===== config.mk =====
export PLATFORM = sky130hd
export DESIGN_NAME = led_mode_blink_controller_unit
export DESIGN_NICKNAME = d
export VERILOG_FILES = /design/src/rtl/lmbc_pkg.sv /design/src/rtl/lmbc_cfg_regs.sv /design/src/rtl/lmbc_blink_timer.sv /design/src/rtl/led_mode_blink_controller_unit.sv
export SDC_FILE = /design/constraint.sdc
export NUM_CORES = 1
export LEC_CHECK = 0
export BUFFER_PORTS_ARGS = -buffer_cell sky130_fd_sc_hd__buf_2
export CORE_MARGIN = 2
export CORE_UTILIZATION = 55
export CTS_CLUSTER_SIZE = 25
export DETAILED_ROUTE_END_ITERATION = 16
export PLACE_DENSITY_LB_ADDON = 0.15
export RECOVER_POWER = 100
export SLEW_MARGIN = 20
export SYNTH_ARGS = -nofsm -noshare
export SYNTH_HDL_FRONTEND = slang
export SYNTH_SLANG_ARGS = --single-unit

===== constraint.sdc =====
create_clock -name clk -period 6.88 [get_ports clk]
set_input_delay 1.032 -clock clk [delete_from_list [all_inputs] [get_ports clk]]
set_output_delay 1.032 -clock clk [all_outputs]
set_load 0.005 [all_outputs]

===== src/rtl/lmbc_pkg.sv =====
// Shared types, constants and mode codes for the LED mode and blink controller.
`default_nettype none
package lmbc_pkg;

  localparam int LMBC_TIME_WIDTH = 32;
  localparam int NOW_W           = 32;
  localparam int DUR_W           = 16;
  localparam int CFG_IDX_W       = 8;
  localparam int IN_TDATA_W      = 40;
  localparam int OUT_TDATA_W     = 16;

  // Configuration register indexes
  localparam logic [CFG_IDX_W-1:0] REG_HEARTBEAT_HALF = 8'd0;
  localparam logic [CFG_IDX_W-1:0] REG_SHORT_PHASE    = 8'd1;
  localparam logic [CFG_IDX_W-1:0] REG_LONG_PHASE     = 8'd2;
  localparam logic [CFG_IDX_W-1:0] REG_BICOLOR_HALF   = 8'd3;

  // Configuration reset values
  localparam logic [DUR_W-1:0] HEARTBEAT_HALF_RST = 16'd500;
  localparam logic [DUR_W-1:0] SHORT_PHASE_RST    = 16'd200;
  localparam logic [DUR_W-1:0] LONG_PHASE_RST     = 16'd800;
  localparam logic [DUR_W-1:0] BICOLOR_HALF_RST   = 16'd500;

  // LED1 modes
  localparam logic [1:0] M1_OFF   = 2'd0;
  localparam logic [1:0] M1_ON    = 2'd1;
  localparam logic [1:0] M1_BLINK = 2'd2;

  // LED2 modes
  localparam logic [1:0] M2_OFF   = 2'd0;
  localparam logic [1:0] M2_ON    = 2'd1;
  localparam logic [1:0] M2_SHORT = 2'd2;
  localparam logic [1:0] M2_LONG  = 2'd3;

  // Bicolor modes
  localparam logic [2:0] M3_OFF    = 3'd0;
  localparam logic [2:0] M3_GREEN  = 3'd1;
  localparam logic [2:0] M3_RED    = 3'd2;
  localparam logic [2:0] M3_YELLOW = 3'd3;
  localparam logic [2:0] M3_BLINK  = 3'd4;

  // Bicolor drive colors
  localparam logic [1:0] COLOR_OFF    = 2'd0;
  localparam logic [1:0] COLOR_YELLOW = 2'd3;

  typedef struct packed {
    logic [DUR_W-1:0] heartbeat_half_ms;
    logic [DUR_W-1:0] short_phase_ms;
    logic [DUR_W-1:0] long_phase_ms;
    logic [DUR_W-1:0] bicolor_half_ms;
  } cfg_regs_t;

  typedef struct packed {
    logic step;
    logic restart;
    logic active;
  } blink_ctrl_t;

endpackage
`default_nettype wire


===== src/rtl/lmbc_cfg_regs.sv =====
// Configuration register bank for the blink durations.
`default_nettype none
module lmbc_cfg_regs import lmbc_pkg::*; (
  input  logic                 clk,
  input  logic                 rst,
  input  logic                 cfg_valid,
  output logic                 cfg_ready,
  input  logic [CFG_IDX_W-1:0] cfg_index,
  input  logic [DUR_W-1:0]     cfg_data,
  output cfg_regs_t            regs
);

  assign cfg_ready = 1'b1;

  always_ff @(posedge clk) begin
    if (rst) begin
      regs.heartbeat_half_ms <= HEARTBEAT_HALF_RST;
      regs.short_phase_ms    <= SHORT_PHASE_RST;
      regs.long_phase_ms     <= LONG_PHASE_RST;
      regs.bicolor_half_ms   <= BICOLOR_HALF_RST;
    end else if (cfg_valid && cfg_ready) begin
      case (cfg_index)
        REG_HEARTBEAT_HALF: regs.heartbeat_half_ms <= cfg_data;
        REG_SHORT_PHASE:    regs.short_phase_ms    <= cfg_data;
        REG_LONG_PHASE:     regs.long_phase_ms     <= cfg_data;
        REG_BICOLOR_HALF:   regs.bicolor_half_ms   <= cfg_data;
        default: ;
      endcase
    end
  end

endmodule
`default_nettype wire


===== src/rtl/lmbc_blink_timer.sv =====
// Blink phase timer: phase bit, last toggle time and the due compare.
`default_nettype none
module lmbc_blink_timer import lmbc_pkg::*; #(
  parameter int   TIME_WIDTH = LMBC_TIME_WIDTH,
  parameter logic PHASE_INIT = 1'b0
) (
  input  logic                  clk,
  input  logic                  rst,
  input  blink_ctrl_t           ctrl,
  input  logic [TIME_WIDTH-1:0] now,
  input  logic [DUR_W-1:0]      on_ms,
  input  logic [DUR_W-1:0]      off_ms,
  output logic                  due,
  output logic                  phase_next
);

  logic                  phase;
  logic [TIME_WIDTH-1:0] last;
  logic                  eff_phase;
  logic [TIME_WIDTH-1:0] eff_last;
  logic [TIME_WIDTH-1:0] elapsed;
  logic [TIME_WIDTH-1:0] dur;
  logic [TIME_WIDTH-1:0] last_next;

  always_comb begin
    eff_phase  = ctrl.restart ? 1'b1 : phase;
    eff_last   = ctrl.restart ? now : last;
    elapsed    = now - eff_last;
    dur        = eff_phase ? TIME_WIDTH'(on_ms) : TIME_WIDTH'(off_ms);
    due        = ctrl.active && (elapsed >= dur);
    phase_next = due ? ~eff_phase : eff_phase;
    last_next  = due ? now : eff_last;
  end

  always_ff @(posedge clk) begin
    if (rst) begin
      phase <= PHASE_INIT;
      last  <= '0;
    end else if (ctrl.step) begin
      phase <= phase_next;
      last  <= last_next;
    end
  end

endmodule
`default_nettype wire


===== src/rtl/led_mode_blink_controller_unit.sv =====
// LED mode and blink controller: top level with input stage, mode logic and result register.
//
// Usage: each input beat on s_* carries a millisecond timestamp and three button event
// flags; each beat produces exactly one result beat on m_* with the LED drives, the
// current modes and the heartbeat flag. Durations are set through the cfg_* write channel
// (index 0 heartbeat half period, 1 short phase, 2 long phase, 3 bicolor half period);
// other indexes are ignored and cfg_ready is always high. Write only while idle.
// Path: a beat accepted on s_* is presented on m_* through two registers (input stage,
// then result register, with the mode and timer update between them).
// Throughput: one beat per cycle with m_tready high; mode update and three timer compares
// are one registered pass: a new beat enters every cycle while the result register drains.
// Stall: if m_tready is low the result register holds and the input stage fills, after
// which s_tready drops; no beat is dropped or repeated.
// Reset (rst, synchronous): LED1 enters the boot heartbeat lit with its timer at time 0,
// all other modes and drives are off, durations return to 500/200/800/500 ms.
`default_nettype none
module led_mode_blink_controller_unit import lmbc_pkg::*; #(
  parameter int TIME_WIDTH = LMBC_TIME_WIDTH
) (
  input  logic                   clk,
  input  logic                   rst,
  input  logic                   s_tvalid,
  output logic                   s_tready,
  // now_time[31:0], key_one_press[32], key_two_press[33], key_three_press[34], zero fill
  input  logic [IN_TDATA_W-1:0]  s_tdata,
  output logic                   m_tvalid,
  input  logic                   m_tready,
  // led_one_lit[0], led_two_lit[1], bicolor_drive[3:2], led_one_mode[5:4],
  // led_two_mode[7:6], bicolor_mode[10:8], heartbeat_active[11], zero fill
  output logic [OUT_TDATA_W-1:0] m_tdata,
  input  logic                   cfg_valid,
  output logic                   cfg_ready,
  input  logic [CFG_IDX_W-1:0]   cfg_index,
  input  logic [DUR_W-1:0]       cfg_data
);

  cfg_regs_t regs;

  lmbc_cfg_regs u_cfg (
    .clk       (clk),
    .rst       (rst),
    .cfg_valid (cfg_valid),
    .cfg_ready (cfg_ready),
    .cfg_index (cfg_index),
    .cfg_data  (cfg_data),
    .regs      (regs)
  );

  // Input stage
  logic             in_valid;
  logic [NOW_W-1:0] in_now;
  logic             in_key1;
  logic             in_key2;
  logic             in_key3;
  logic             advance;

  assign advance  = in_valid && (!m_tvalid || m_tready);
  assign s_tready = !in_valid || advance;

  always_ff @(posedge clk) begin
    if (rst) begin
      in_valid <= 1'b0;
    end else if (s_tready) begin
      in_valid <= s_tvalid;
    end
  end

  always_ff @(posedge clk) begin
    if (s_tvalid && s_tready) begin
      in_now  <= s_tdata[NOW_W-1:0];
      in_key1 <= s_tdata[NOW_W];
      in_key2 <= s_tdata[NOW_W+1];
      in_key3 <= s_tdata[NOW_W+2];
    end
  end

  logic [TIME_WIDTH-1:0] now;

  generate
    if (TIME_WIDTH <= NOW_W) begin : g_now_trunc
      assign now = in_now[TIME_WIDTH-1:0];
    end else begin : g_now_ext
      assign now = {{(TIME_WIDTH-NOW_W){1'b0}}, in_now};
    end
  endgenerate

  // Mode state
  logic       boot_heartbeat, boot_next;
  logic [1:0] mode_one, mode_one_next;
  logic [1:0] mode_two, mode_two_next;
  logic [2:0] mode_three, mode_three_next;
  logic       drive_one, drive_one_next;
  logic       drive_two, drive_two_next;
  logic [1:0] drive_three, drive_three_next;

  blink_ctrl_t       ctrl1, ctrl2, ctrl3;
  logic              due1, due2, due3;
  logic              phase1_next, phase2_next, phase3_next;
  logic [DUR_W-1:0]  on2_ms, off2_ms;

  always_comb begin
    boot_next        = boot_heartbeat;
    mode_one_next    = mode_one;
    mode_two_next    = mode_two;
    mode_three_next  = mode_three;
    drive_one_next   = drive_one;
    drive_two_next   = drive_two;
    drive_three_next = drive_three;
    ctrl1            = '{step: advance, restart: 1'b0, active: 1'b0};
    ctrl2            = '{step: advance, restart: 1'b0, active: 1'b0};
    ctrl3            = '{step: advance, restart: 1'b0, active: 1'b0};

    if (in_key1) begin
      if (boot_heartbeat) begin
        boot_next     = 1'b0;
        mode_one_next = M1_OFF;
      end else if (mode_one == M1_BLINK) begin
        mode_one_next = M1_OFF;
      end else begin
        mode_one_next = mode_one + 2'd1;
      end
      case (mode_one_next)
        M1_ON: drive_one_next = 1'b1;
        M1_BLINK: begin
          drive_one_next = 1'b1;
          ctrl1.restart  = 1'b1;
        end
        default: drive_one_next = 1'b0;
      endcase
    end
    ctrl1.active = boot_next || (mode_one_next == M1_BLINK);

    if (in_key2) begin
      mode_two_next = mode_two + 2'd1;
      case (mode_two_next)
        M2_ON: drive_two_next = 1'b1;
        M2_SHORT, M2_LONG: begin
          drive_two_next = 1'b1;
          ctrl2.restart  = 1'b1;
        end
        default: drive_two_next = 1'b0;
      endcase
    end
    ctrl2.active = (mode_two_next == M2_SHORT) || (mode_two_next == M2_LONG);

    if (in_key3) begin
      mode_three_next = (mode_three == M3_BLINK) ? M3_OFF : mode_three + 3'd1;
      if (mode_three_next == M3_BLINK) begin
        drive_three_next = COLOR_YELLOW;
        ctrl3.restart    = 1'b1;
      end else begin
        drive_three_next = mode_three_next[1:0];
      end
    end
    ctrl3.active = (mode_three_next == M3_BLINK);

    if (due1) drive_one_next = phase1_next;
    if (due2) drive_two_next = phase2_next;
    if (due3) drive_three_next = phase3_next ? COLOR_YELLOW : COLOR_OFF;
  end

  assign on2_ms  = (mode_two_next == M2_SHORT) ? regs.short_phase_ms : regs.long_phase_ms;
  assign off2_ms = (mode_two_next == M2_SHORT) ? regs.long_phase_ms : regs.short_phase_ms;

  lmbc_blink_timer #(.TIME_WIDTH(TIME_WIDTH), .PHASE_INIT(1'b1)) u_blink_one (
    .clk        (clk),
    .rst        (rst),
    .ctrl       (ctrl1),
    .now        (now),
    .on_ms      (regs.heartbeat_half_ms),
    .off_ms     (regs.heartbeat_half_ms),
    .due        (due1),
    .phase_next (phase1_next)
  );

  lmbc_blink_timer #(.TIME_WIDTH(TIME_WIDTH), .PHASE_INIT(1'b0)) u_blink_two (
    .clk        (clk),
    .rst        (rst),
    .ctrl       (ctrl2),
    .now        (now),
    .on_ms      (on2_ms),
    .off_ms     (off2_ms),
    .due        (due2),
    .phase_next (phase2_next)
  );

  lmbc_blink_timer #(.TIME_WIDTH(TIME_WIDTH), .PHASE_INIT(1'b0)) u_blink_three (
    .clk        (clk),
    .rst        (rst),
    .ctrl       (ctrl3),
    .now        (now),
    .on_ms      (regs.bicolor_half_ms),
    .off_ms     (regs.bicolor_half_ms),
    .due        (due3),
    .phase_next (phase3_next)
  );

  always_ff @(posedge clk) begin
    if (rst) begin
      boot_heartbeat <= 1'b1;
      mode_one       <= M1_OFF;
      mode_two       <= M2_OFF;
      mode_three     <= M3_OFF;
      drive_one      <= 1'b1;
      drive_two      <= 1'b0;
      drive_three    <= COLOR_OFF;
    end else if (advance) begin
      boot_heartbeat <= boot_next;
      mode_one       <= mode_one_next;
      mode_two       <= mode_two_next;
      mode_three     <= mode_three_next;
      drive_one      <= drive_one_next;
      drive_two      <= drive_two_next;
      drive_three    <= drive_three_next;
    end
  end

  // Result register
  always_ff @(posedge clk) begin
    if (rst) begin
      m_tvalid <= 1'b0;
    end else if (advance) begin
      m_tvalid <= 1'b1;
    end else if (m_tready) begin
      m_tvalid <= 1'b0;
    end
  end

  always_ff @(posedge clk) begin
    if (advance) begin
      m_tdata <= {4'b0000, boot_next, mode_three_next, mode_two_next, mode_one_next,
                  drive_three_next, drive_two_next, drive_one_next};
    end
  end

  a_boot_once: assert property (@(posedge clk) disable iff (rst)
    !boot_heartbeat |=> !boot_heartbeat)
    else $error("boot heartbeat re-entered");

  a_advance_out: assert property (@(posedge clk) disable iff (rst)
    advance |=> m_tvalid)
    else $error("processed beat did not reach the result register");

  a_boot_mode: assert property (@(posedge clk) disable iff (rst)
    boot_heartbeat |-> (mode_one == M1_OFF))
    else $error("LED1 mode left off during heartbeat");

  a_bicolor_blink: assert property (@(posedge clk) disable iff (rst)
    (mode_three == M3_BLINK) |-> (drive_three == COLOR_OFF || drive_three == COLOR_YELLOW))
    else $error("bicolor blink drives a color other than off or yellow");

endmodule
`default_nettype wire

### Yosys cells after proc, flatten, opt, wreduce, memory -nomap -nowiden

Index checks and enable logic that the tools add are counted.

| storage, ports and cells | value |
|---|---|
| register bits after elaboration | 224 |
| input port bits | 69 |
| logic and storage cells | 112 |

| cells by class | value |
|---|---|
| add/subtract/negate cells | 6 |
| magnitude comparators | 3 |
| eq/ne operators | 15 |
| muxes and demuxes | 41 |
| bitwise operators | 3 |
| reductions and logical operators | 20 |

Operator list:

| operator | count |
|---|---|
| 32-bit 2-to-1 mux | 6 |
| 32-bit subtractor | 3 |
| 32-bit by 16-bit greater-or-equal comparator with 1-bit output | 2 |
| 16-bit 2-to-1 mux | 3 |
| 32-bit greater-or-equal comparator | 1 |
| 1-bit 2-to-1 mux | 21 |
| 2-bit 2-to-1 mux | 9 |
| 8-bit by 2-bit == test with 1-bit output, second input constant | 2 |
| 2-bit == test, second input constant | 7 |
| 3-bit == test, second input constant | 3 |
| 8-bit by 1-bit == test with 1-bit output, second input constant | 1 |
| 8-bit zero test | 1 |
| 2-bit AND reduction | 4 |
| 3-bit 2-to-1 mux | 2 |
| 1-bit logical AND | 5 |
| 2-bit by 1-bit adder with 2-bit output, second input constant | 2 |
| 2-bit by 1-bit == test with 1-bit output, second input constant | 2 |
| 1-bit logical OR | 4 |
| 2-bit OR reduction | 2 |
| 3-bit by 1-bit adder with 3-bit output, second input constant | 1 |
| 1-bit inverter | 3 |
| 3-bit OR reduction | 1 |
| 1-bit zero test | 2 |
| 2-bit nonzero test | 1 |

### Depth between registers and ports, before layout

Gate-level depths: netlist (run 1).

| depth | value |
|---|---|
| depth in word-level cells | 13 |
| mapped depth | 33 |

### Cells and area by module

From an unflattened synthesis (run 1), not the netlist that was laid out.

| second synthesis, totals | value |
|---|---|
| cell total of the unflattened synthesis | 2069 |
| area, all modules | 18690.4 µm² |

Modules (own cells, without submodules):

| module | times used | cells an instance | area each (µm²) | seq. area each (µm²) |
|---|---|---|---|---|
| lmbc_blink_timer at u_blink_two | 1 | 560 | 4473.0 | 660.6 |
| lmbc_blink_timer at u_blink_one | 1 | 539 | 4381.7 | 660.6 |
| lmbc_blink_timer at u_blink_three | 1 | 528 | 4337.9 | 660.6 |
| led_mode_blink_controller_unit | 1 | 201 | 2859.0 | 1691.6 |
| lmbc_cfg_regs | 1 | 241 | 2638.8 | 1281.2 |

### Worst setup path after synthesis (run 1)

OpenSTA, ideal clock, no wires.

| timing path | value |
|---|---|
| kind | reg2reg |
| start | reg mode_one[0] |
| end | reg drive_one |
| data arrival time | 6268 ps |
| data required time | 6760 ps |
| setup slack | 492 ps |
| stages on the path, launching flop included | 27 |
| period minus slack after synthesis | 6388 ps |
| path through | dfxtp_1 -> nor3b_1 -> ha_1 -> and2_1 -> clkbuf_1 -> buf_1 -> mux2i_1 -> ha_1 -> nor2b_1 -> o2111a_1 -> nor3_1 -> o21ai_0 -> a21oi_1 -> o21bai_1 -> a21oi_1 -> xnor2_1 -> ha_1 -> a2111oi_0 -> inv_1 -> o221ai_1 -> a31oi_1 -> or4_1 -> nor4_1 -> nor4bb_1 -> a41oi_1 -> mux2_2 -> o31a_1 |

| between the ends | value |
|---|---|
| cells in the longest elaborated chain, start to end | 13 |
| elaborated cells on any way between the ends | 23 |
| those cells by class | add/sub: 2; order compare: 1; eq/ne: 4; mux: 12; bitwise: 1; reduce/logical: 3 |

RTL lines:

| item | RTL line | text |
|---|---|---|
| from (decl) | led_mode_blink_controller_unit.sv:89 | `logic [1:0] mode_one, mode_one_next;` |
| from (signal assigned) | led_mode_blink_controller_unit.sv:209 | `mode_one <= mode_one_next;` |
| 2-bit by 1-bit adder with 2-bit output or 2-bit == test (tied branches) | led_mode_blink_controller_unit.sv:120, led_mode_blink_controller_unit.sv:117 |  |
| 2-bit 2-to-1 mux | led_mode_blink_controller_unit.sv:117 | `end else if (mode_one == M1_BLINK) begin` |
| 2-bit 2-to-1 mux | led_mode_blink_controller_unit.sv:114 | `if (boot_heartbeat) begin` |
| 2-bit 2-to-1 mux | led_mode_blink_controller_unit.sv:113 | `if (in_key1) begin` |
| 2-bit == test | led_mode_blink_controller_unit.sv:122 | `case (mode_one_next)` |
| 1-bit 2-to-1 mux | led_mode_blink_controller_unit.sv:122 |  |
| 1-bit 2-to-1 mux | led_mode_blink_controller_unit.sv:113 |  |
| 32-bit 2-to-1 mux | lmbc_blink_timer.sv:27 | `eff_last = ctrl.restart ? now : last;` |
| 32-bit subtractor | lmbc_blink_timer.sv:28 | `elapsed = now - eff_last;` |
| 32-bit by 16-bit greater-or-equal comparator with 1-bit output | lmbc_blink_timer.sv:30 | `due = ctrl.active && (elapsed >= dur);` |
| 1-bit logical AND | lmbc_blink_timer.sv:30 |  |
| 1-bit 2-to-1 mux | lmbc_blink_timer.sv:31 | `phase_next = due ? ~eff_phase : eff_phase;` |
| 1-bit 2-to-1 mux (*) | led_mode_blink_controller_unit.sv:157 | `if (due1) drive_one_next = phase1_next;` |
| named net drive_one_next | led_mode_blink_controller_unit.sv:92 | `logic drive_one, drive_one_next;` |
| to (signal assigned) | led_mode_blink_controller_unit.sv:212 | `drive_one <= drive_one_next;` |
| to (decl) | led_mode_blink_controller_unit.sv:92 |  |

Mark *: on every way through the listed nets, which the timed path passes. The rest lies on a longest branch. The select of a mux whose other input is x is not followed.
A chain may end at the register's enable or synchronous reset.

### Worst setup path after layout (run 1)

| timing path | value |
|---|---|
| start | reg mode_three[0] |
| end | reg drive_three[1] |

| between the ends | value |
|---|---|
| cells in the longest elaborated chain, start to end | 12 |
| elaborated cells on any way between the ends | 19 |
| those cells by class | add/sub: 2; order compare: 1; eq/ne: 3; mux: 11; bitwise: 1; reduce/logical: 1 |

RTL lines:

| item | RTL line | text |
|---|---|---|
| from (decl) | led_mode_blink_controller_unit.sv:91 | `logic [2:0] mode_three, mode_three_next;` |
| from (signal assigned) | led_mode_blink_controller_unit.sv:211 | `mode_three <= mode_three_next;` |
| 3-bit by 1-bit adder with 3-bit output or 3-bit == test (tied branches) | led_mode_blink_controller_unit.sv:147 | `mode_three_next = (mode_three == M3_BLINK) ? M3_OFF : mode_three + 3'd1;` |
| 3-bit 2-to-1 mux | led_mode_blink_controller_unit.sv:147 |  |
| 3-bit == test | led_mode_blink_controller_unit.sv:148 | `if (mode_three_next == M3_BLINK) begin` |
| 1-bit 2-to-1 mux | led_mode_blink_controller_unit.sv:148 |  |
| 1-bit 2-to-1 mux | led_mode_blink_controller_unit.sv:146 | `if (in_key3) begin` |
| 32-bit 2-to-1 mux | lmbc_blink_timer.sv:27 |  |
| 32-bit subtractor | lmbc_blink_timer.sv:28 |  |
| 32-bit by 16-bit greater-or-equal comparator with 1-bit output | lmbc_blink_timer.sv:30 |  |
| 1-bit logical AND | lmbc_blink_timer.sv:30 |  |
| 1-bit 2-to-1 mux | lmbc_blink_timer.sv:31 |  |
| 2-bit 2-to-1 mux | led_mode_blink_controller_unit.sv:159 | `if (due3) drive_three_next = phase3_next ? COLOR_YELLOW : COLOR_OFF;` |
| 2-bit 2-to-1 mux (*) | led_mode_blink_controller_unit.sv:159 |  |
| named net drive_three_next[1] | led_mode_blink_controller_unit.sv:94 | `logic [1:0] drive_three, drive_three_next;` |
| to (signal assigned) | led_mode_blink_controller_unit.sv:214 | `drive_three <= drive_three_next;` |
| to (decl) | led_mode_blink_controller_unit.sv:94 |  |

Mark *: on every way through the listed nets, which the timed path passes. The rest lies on a longest branch.

==> qor.txt, run 1 <==
Worst Setup Start Kind -> flop
Seq. cell area -> 4950 µm²
Overall power -> 3.63 mW
Met3 Resource Use GR -> 0.0369
Vias in the first global route -> 14200
Max clock buf depth -> 3
Least-Margin Pin Slew -> 3.07 ns
Final hold vios -> 0
Root Driver -> clkbuf_16
Hold Path Class -> reg -> reg
Static leakage -> 6.77 nW
Top_reg_cell synth -> dfxtp_1
Synth async-reset ratio -> 0
Max-Cap Viols -> 1
CTS Hold Buffers Added -> 0
I/O Buffers -> 77
CP required -> 7.32 ns
Layout Nets -> 2262
CP Data Arrival Time -> 6.95 ns
Worst VDD drop -> 0.000213 V
Critical path, cell by cell -> inv_1, ha_1, or3b_1, a21o_1, o21ai_0, ha_1, inv_1, ha_1, nor4_2, a211o_1, nand2_1, a211o_1, xor2_1, ha_1, nor2b_1, o21ai_0, o2111a_1, nand4_1, a2111oi_0, o2111ai_1, a2111oi_4, a31oi_1, mux2_1, o211a_1
Max Freq -> 154 MHz
WS Path Type -> reg -> reg
Fin area -> 18500 µm²
Number of diodes -> 0
DRC Markers -> 0
All-Layer GR Usage -> 0.297
TritonRoute pass-1 iters -> 5
CTS tree -> done
Number of setup violations in the final report -> 0
Gr ovfl total -> 0
Rel. slew slack -> -1.05
Crit-path max cell delay -> 0.49 ns
Number of synthesized flops with an enable pin -> 47
Met2 Use GR -> 0.489
Busiest layer in global routing -> met2
Avg Inst Size Synth -> 8.31 µm²
Initial antenna violation count -> 0
Outcome -> complete, but fails checks
Critical path's most frequent cell -> ha_1
Pre-CTS WS -> 0.0689 ns
Final slew viol count -> 36
DRT iter0 DRCs -> 1239
Worst-Skew Late Latency -> 0.56 ns
Routability cong. -> 0.947
Post-synthesis sequential area ratio -> 0.293
Yosys reg bits -> 224
Failing checks -> max-capacitance violations, max-slew violations
Rows -> 64
Filler Cells Inserted -> 2742
Synth area leaders -> dfxtp_1 (21%), mux2i_1 (12%), ha_1 (10%), edfxtp_1 (8.3%), a21oi_1 (5.3%)
Drt wl/cell -> 19.6 µm
Io pins -> 88
Die span in x -> 179 µm
Area grow syn2layout -> 9.24%
Slowest cell on crit path -> or3b_1
Die Y -> 179 µm
Min Clock Period, post-route -> 6.51 ns
Core Region -> 30400 µm²
Worst R2R Setup Slack -> 0.37 ns
Synth Warn # -> 0
ANT nets after route -> 0
Area after DPL -> 17600 µm²
Die Footprint -> 32200 µm²
GR Util met1 -> 0.410
Htree depth -> 1
Top-area cell type share of the netlist area -> 0.209
Dpl hpwl -> 36.4 mm
Clk sinks -> 224
Via density -> 6.29
PD cells -> 196 nW/µm²
Worst setup EP type -> flop
Multi-input logic area -> 11300 µm²
CP Max Fanout -> 10
Largest net degree at the start of global routing -> 91
Setup TNS -> 0 ns
Synth cell types -> 89
Routed vias -> 15500
Yosys top cell by area -> dfxtp_1
Starting density of the core -> 0.556
Routed WL -> 48.5 mm
Clock slew at the register clock pins of the worst setup and hold paths -> 0.06 ns
TritonCTS Buffers -> 26
Mapped Cells -> 2036
First-pass GRT wire length -> 75.6 mm
Final Skew -> 0.0231 ns
Period utilization -> 0.946
Post-Syn Area -> 16900 µm²
Layout cells sized above 1 -> 0.0810
Setup slack after layout -> 0.373 ns
layer usage:
| metal | routed length (µm) | up-vias |
|---|---|---|
| li1 | - | 7543 |
| met1 | 22000 | 7421 |
| met2 | 22100 | 495 |
| met3 | 2970 | 81 |
| met4 | 1450 | 0 |
| met5 | 0 | - |
power breakdown:
| group | internal (mW) | switching, mW |
|---|---|---|
| registers | 1.38 | 0.0517 |
| logic | 0.312 | 0.487 |
| clock network | 0.814 | 0.584 |
what timing repair did:
action	in CTS	in global routing
setup endpoints to repair	3	72
pin swaps	0	1
setup buffers	0	1
resized for setup	1	10
cells by family after synthesis:
family                     after synthesis  synth area share
and+or+nand+nor                        613             0.171
other                                    2          0.000444
xor gates and xnor gates                66            0.0342
muxes                                  206             0.122
DFF                                    224             0.293
adders and majority gates              139             0.103
buffers and inverters                  197            0.0458
AOI/OAI and AO/OA                      589             0.230
cells in the mapped netlist (all sizes together), types with 6 or more instances:
cell / number
nand4: 33
o21bai: 11
o221ai: 6
ha: 135
a211o: 8
a221oi: 7
a21oi: 180
o21ai: 112
nor4: 11
a2111oi: 15
a31oi: 24
o2111ai: 10
a211oi: 25
or3: 18
and3: 9
nor3: 31
clkbuf: 100
xnor2: 43
o31ai: 7
edfxtp: 47
nand3: 37
xor2: 23
nor2: 181
mux2i: 200
nand3b: 6
inv: 79
o21a: 18
nor3b: 10
buf: 18
dfxtp: 177
o211ai: 55
mux2: 6
nor2b: 29
nand2: 186
and2: 12
or4: 6
nand2b: 28
a21o: 44
a21boi: 6
worst paths after layout:
path                                             startpoint                          end  cells past startpoint
worst max-delay path             mode_three[0]$_SDFFE_PP0P_  drive_three[1]$_SDFFE_PP0P_                     24
worst min-delay path            u_cfg.regs[23]$_SDFFE_PP0P_  u_cfg.regs[23]$_SDFFE_PP0P_                      2
worst max register to register   mode_three[0]$_SDFFE_PP0P_  drive_three[1]$_SDFFE_PP0P_                     24
worst min register to register  u_cfg.regs[23]$_SDFFE_PP0P_  u_cfg.regs[23]$_SDFFE_PP0P_                      2
worst max-delay path: cells and delay by family (launching register included):
kind,cells,cell delay (ns)
compound gates,11,2.99
xor+xnor,1,0.15
fa+ha+maj,4,1.12
buf+inv,2,0.13
flops,1,0.41
mux,1,0.38
simple gates,5,1.22
sequential cells by signal (all words and copies together), names as in the netlist, 2 cells and up:
register            flops
u_blink_one.last       32
mode_one                2
in_now                 32
u_cfg.regs             64
mode_two                2
u_blink_two.last       32
m_tdata                12
u_blink_three.last     32
mode_three              3
drive_three             2
layout make-up:
cell class | instances | share of cell area
timing repair buffer | 107 | 0.0311
multi-input combinational | 1618 | 0.612
clock inverter | 14 | 0.00731
inverter | 79 | 0.0160
sequential | 224 | 0.268
tap | 396 | 0.0268
clock buffer | 33 | 0.0389
cells in the final DEF (no fill, tap or decap), types with 8 or more instances in the layout:
cell	n
o21ai_0	104
and3_1	9
nor3b_1	9
ha_1	135
nor4_1	10
a21oi_1	176
edfxtp_1	47
nand4_1	33
or3_1	18
o21a_1	18
mux2i_1	199
inv_1	78
clkbuf_16	27
xnor2_1	42
a31oi_1	22
buf_4	23
xor2_1	23
o21ai_1	8
o21bai_1	11
nand3_1	37
a2111oi_0	10
nand2b_1	28
o2111ai_1	10
dfxtp_1	177
a211oi_1	25
clkbuf_1	21
nor2_1	181
and2_1	8
a211o_1	8
nor2b_1	29
nor3_1	29
o211ai_1	55
buf_2	65
a21o_1	44
nand2_1	186
per-stage QoR:
stage / hold WS, ns / utilization / std cells
3_3_place_gp: 0.442 / 0.579 / 2422
5_1_grt: 0.473 / 0.607 / 2471
4_1_cts: 0.454 / 0.607 / 2469
6_report: 0.454 / 0.607 / 2471
2_1_floorplan: 0.433 / - / 2039
3_5_place_dp: 0.446 / 0.579 / 2422
No activity file was read; power rests on OpenSTA's default activity.
==> inputs of run 2 (changes only) <==
Settings changed: CORE_UTILIZATION 55 to 35.
==> run 2 against run 1 <==
- the run still ends with max-capacitance violations, max-slew violations left
- critical path depth is 1 higher
- utilization is 21 points lower
- die area is 56% higher
- final cell count is 9.2% higher
- register-to-register slack hardly changed
- hold slack worse by 0.0016 ns
- clock skew is 0.0044 ns higher
- total power is 2.7% higher
==> qor.txt, run 2 (synthesis results as in run 1) <==
Outcome -> complete, but fails checks
Failing checks -> max-capacitance violations, max-slew violations
CP Max Fanout -> 20 (+10)
Initial antenna violation count -> 1 (+1)
Vias in the first global route -> 14300 (+0.64%)
Die Y -> 224 µm (+25%)
Via density -> 5.67 (-9.8%)
Worst setup EP type -> flop
Most frequent cells in the layout -> mux2i_1 (199), nand2_1 (185), nor2_1 (181)
Logic gate share of total power -> 0.217 (-0.003)
Htree depth -> 1 (unchanged)
Dpl hpwl -> 39.8 mm (+9.4%)
TritonRoute pass-1 iters -> 5 (unchanged)
Worst Setup Start Kind -> flop
Hold_sp -> u_cfg.regs[30]$_SDFFE_PP0P_
Largest net degree at the start of global routing -> 91 (unchanged)
Worst-Skew Late Latency -> 0.57 ns (about the same)
CTS tree -> done
Die Footprint -> 50100 µm² (+56%)
WHS Path Cells -> 2 (unchanged)
Die span in x -> 224 µm (+25%)
Final slew viol count -> 76 (+110%)
ANT nets after route -> 0 (unchanged)
Flop pwr share -> 0.384 (-0.010)
Final Skew -> 0.0274 ns (+0.00437 ns)
CP Data Arrival Time -> 6.90 ns (-0.05 ns)
Top Family by Delay on Critical Path -> compound AO/OA/AOI/OAI gates
Slowest cell on crit path -> or4_1
Period utilization -> 0.945 (about the same)
TritonCTS Buffers -> 27 (+3.8%)
All-Layer GR Usage -> 0.202 (-0.0952)
Max FFs per register -> 64 (unchanged)
Routed vias -> 15300 (-1.5%)
Pre-CTS WS -> 0.158 ns (+0.0891 ns)
Drt wl/cell -> 19.3 µm (-1.5%)
Setup slack after layout -> 0.377 ns (+0.00372 ns)
Most common cell after layout, fill and taps aside -> mux2i_1
NetSw -> 1.13 mW (+0.89%)
Worst path buffer plus inverter count -> 2 (unchanged)
Internal power -> 2.59 mW (+3.5%)
Hold Path Class -> reg -> reg
Switching Share -> 0.304 (-0.00538)
Starting density of the core -> 0.354 (-0.202)
Clock Power Share -> 0.399 (+0.014)
Worst VDD drop -> 0.000220 V (+2.8%)
Root Driver -> clkbuf_16
Rows -> 80 (+25%)
Static leakage -> 6.85 nW (+1.1%)
Post-CTS sizing -> 0 (-1)
Post-CTS Setup Bufs -> 0 (unchanged)
Max Freq -> 154 MHz (about the same)
Clk sinks -> 224 (unchanged)
Max-Cap Viols -> 2 (+1)
Area after DPL -> 17900 µm² (+1.9%)
Final hold vios -> 0 (unchanged)
Number of diodes -> 0 (unchanged)
Core Region -> 47700 µm² (+57%)
Min Clock Period, post-route -> 6.50 ns (-0.00372 ns)
Routability cong. -> 0.897 (-5.2%)
RSZ-0062 raised after global routing -> no
Fin area -> 18900 µm² (+2.1%)
CTS Hold Buffers Added -> 0 (unchanged)
Gr ovfl total -> 0 (unchanged)
PD cells -> 197 nW/µm² (+0.60%)
Least-Margin Pin Slew -> 2.65 ns (-0.420 ns)
Overall power -> 3.72 mW (+2.7%)
Clock slew at the register clock pins of the worst setup and hold paths -> 0.06 ns (about the same)
Rel. slew slack -> -0.764 (+0.281)
Routed WL -> 52.2 mm (+7.5%)
Crit-path max cell delay -> 0.57 ns (+0.08 ns)
WS Path Type -> reg -> reg
DRT iter0 DRCs -> 1113 (-10%)
Number of setup violations in the final report -> 0 (unchanged)
Reg2reg start -> mode_one[0]$_SDFFE_PP0P_
DRC Markers -> 0 (unchanged)
Setup TNS -> 0 ns (unchanged)
Area grow syn2layout -> 11.5%
Reg2Reg Depth -> 25 (+4.2%)
Layout Nets -> 2268 (+0.27%)
CP required -> 7.27 ns (-0.05 ns)
Reg2reg end -> u_blink_one.last[3]$_SDFFE_PP0P_
Layout cells sized above 1 -> 0.0874 (+0.00641)
First-pass GRT wire length -> 80.2 mm (+6.1%)
Post-layout util -> 0.395 (-0.212)
Largest Register -> u_cfg.regs
I/O Buffers -> 77 (unchanged)
Io pins -> 88 (unchanged)
Max clock buf depth -> 3 (unchanged)
Worst R2R Setup Slack -> 0.38 ns (about the same)
Hold Path Sink -> u_cfg.regs[30]$_SDFFE_PP0P_
[run 2: cell count changes in the layout (fill, tap and decap cells not counted), moves of 2 or more]
cell and change:
clkinv_1 +4, buf_4 +5, buf_2 +8, clkinv_4 -2, bufinv_16 +2, clkbuf_1 -11
[run 2: per-stage QoR]
stage | cells | hold slack (ns)
CTS | 2698 | 0.456
finish | 2698 | 0.453
floorplan | 2039 | 0.433
global placement | 2648 | 0.441
global route | 2698 | 0.478
detailed placement | 2648 | 0.448
[run 2: how the worst max path moves through the flow]
stage / slack (ns) / end / from / cells after the start
2_1_floorplan: 0.49 / drive_one$_SDFFE_PP1P_ / mode_one[0]$_SDFFE_PP0P_ / 26
3_3_place_gp: 0.28 / u_blink_one.last[9]$_SDFFE_PP0P_ / mode_one[0]$_SDFFE_PP0P_ / 26
3_5_place_dp: 0.16 / u_blink_one.last[11]$_SDFFE_PP0P_ / mode_one[0]$_SDFFE_PP0P_ / 25
4_1_cts: 0.07 / u_blink_one.last[11]$_SDFFE_PP0P_ / mode_one[0]$_SDFFE_PP0P_ / 25
5_1_grt: 0.02 / u_blink_three.last[12]$_SDFFE_PP0P_ / mode_three[0]$_SDFFE_PP0P_ / 28
6_report: 0.38 / u_blink_one.last[3]$_SDFFE_PP0P_ / mode_one[0]$_SDFFE_PP0P_ / 25
[run 2: tightest hold or removal path: cells and delay by family (launching register included)]
family	cells	cell delay (ns)
DFF	1	0.31
and+or+nand+nor	1	0.05
AOI/OAI and AO/OA	1	0.05
[run 2: final cells by class]
cell class | instances | area (µm²)
fillers | 4909 | 28900
multi-input cells | 1618 | 11300
flip-flops and latches | 224 | 4950
well taps | 615 | 769
clock buffers | 31 | 722
repair buffers | 112 | 627
inverters | 79 | 297
clock inverters | 19 | 198
[run 2: power by group through the flow]
stage / registers [mW] / clock network [mW] / logic [mW]
after floorplan: 1.43 / 0 / 0.581
after global placement: 1.46 / 0 / 0.790
after detailed placement: 1.46 / 0 / 0.798
after CTS: 1.43 / 1.53 / 0.802
after global routing: 1.43 / 1.57 / 0.895
final: 1.43 / 1.49 / 0.806
[run 2: metal layers]
layer  vias to the layer above  share of wire  GRT usage
met5                         -              0          0
li1                       7560              -          -
met3                        71          0.036     0.0180
met2                       313           0.47      0.341
met1                      7361           0.47      0.274
met4                         0          0.028     0.0600
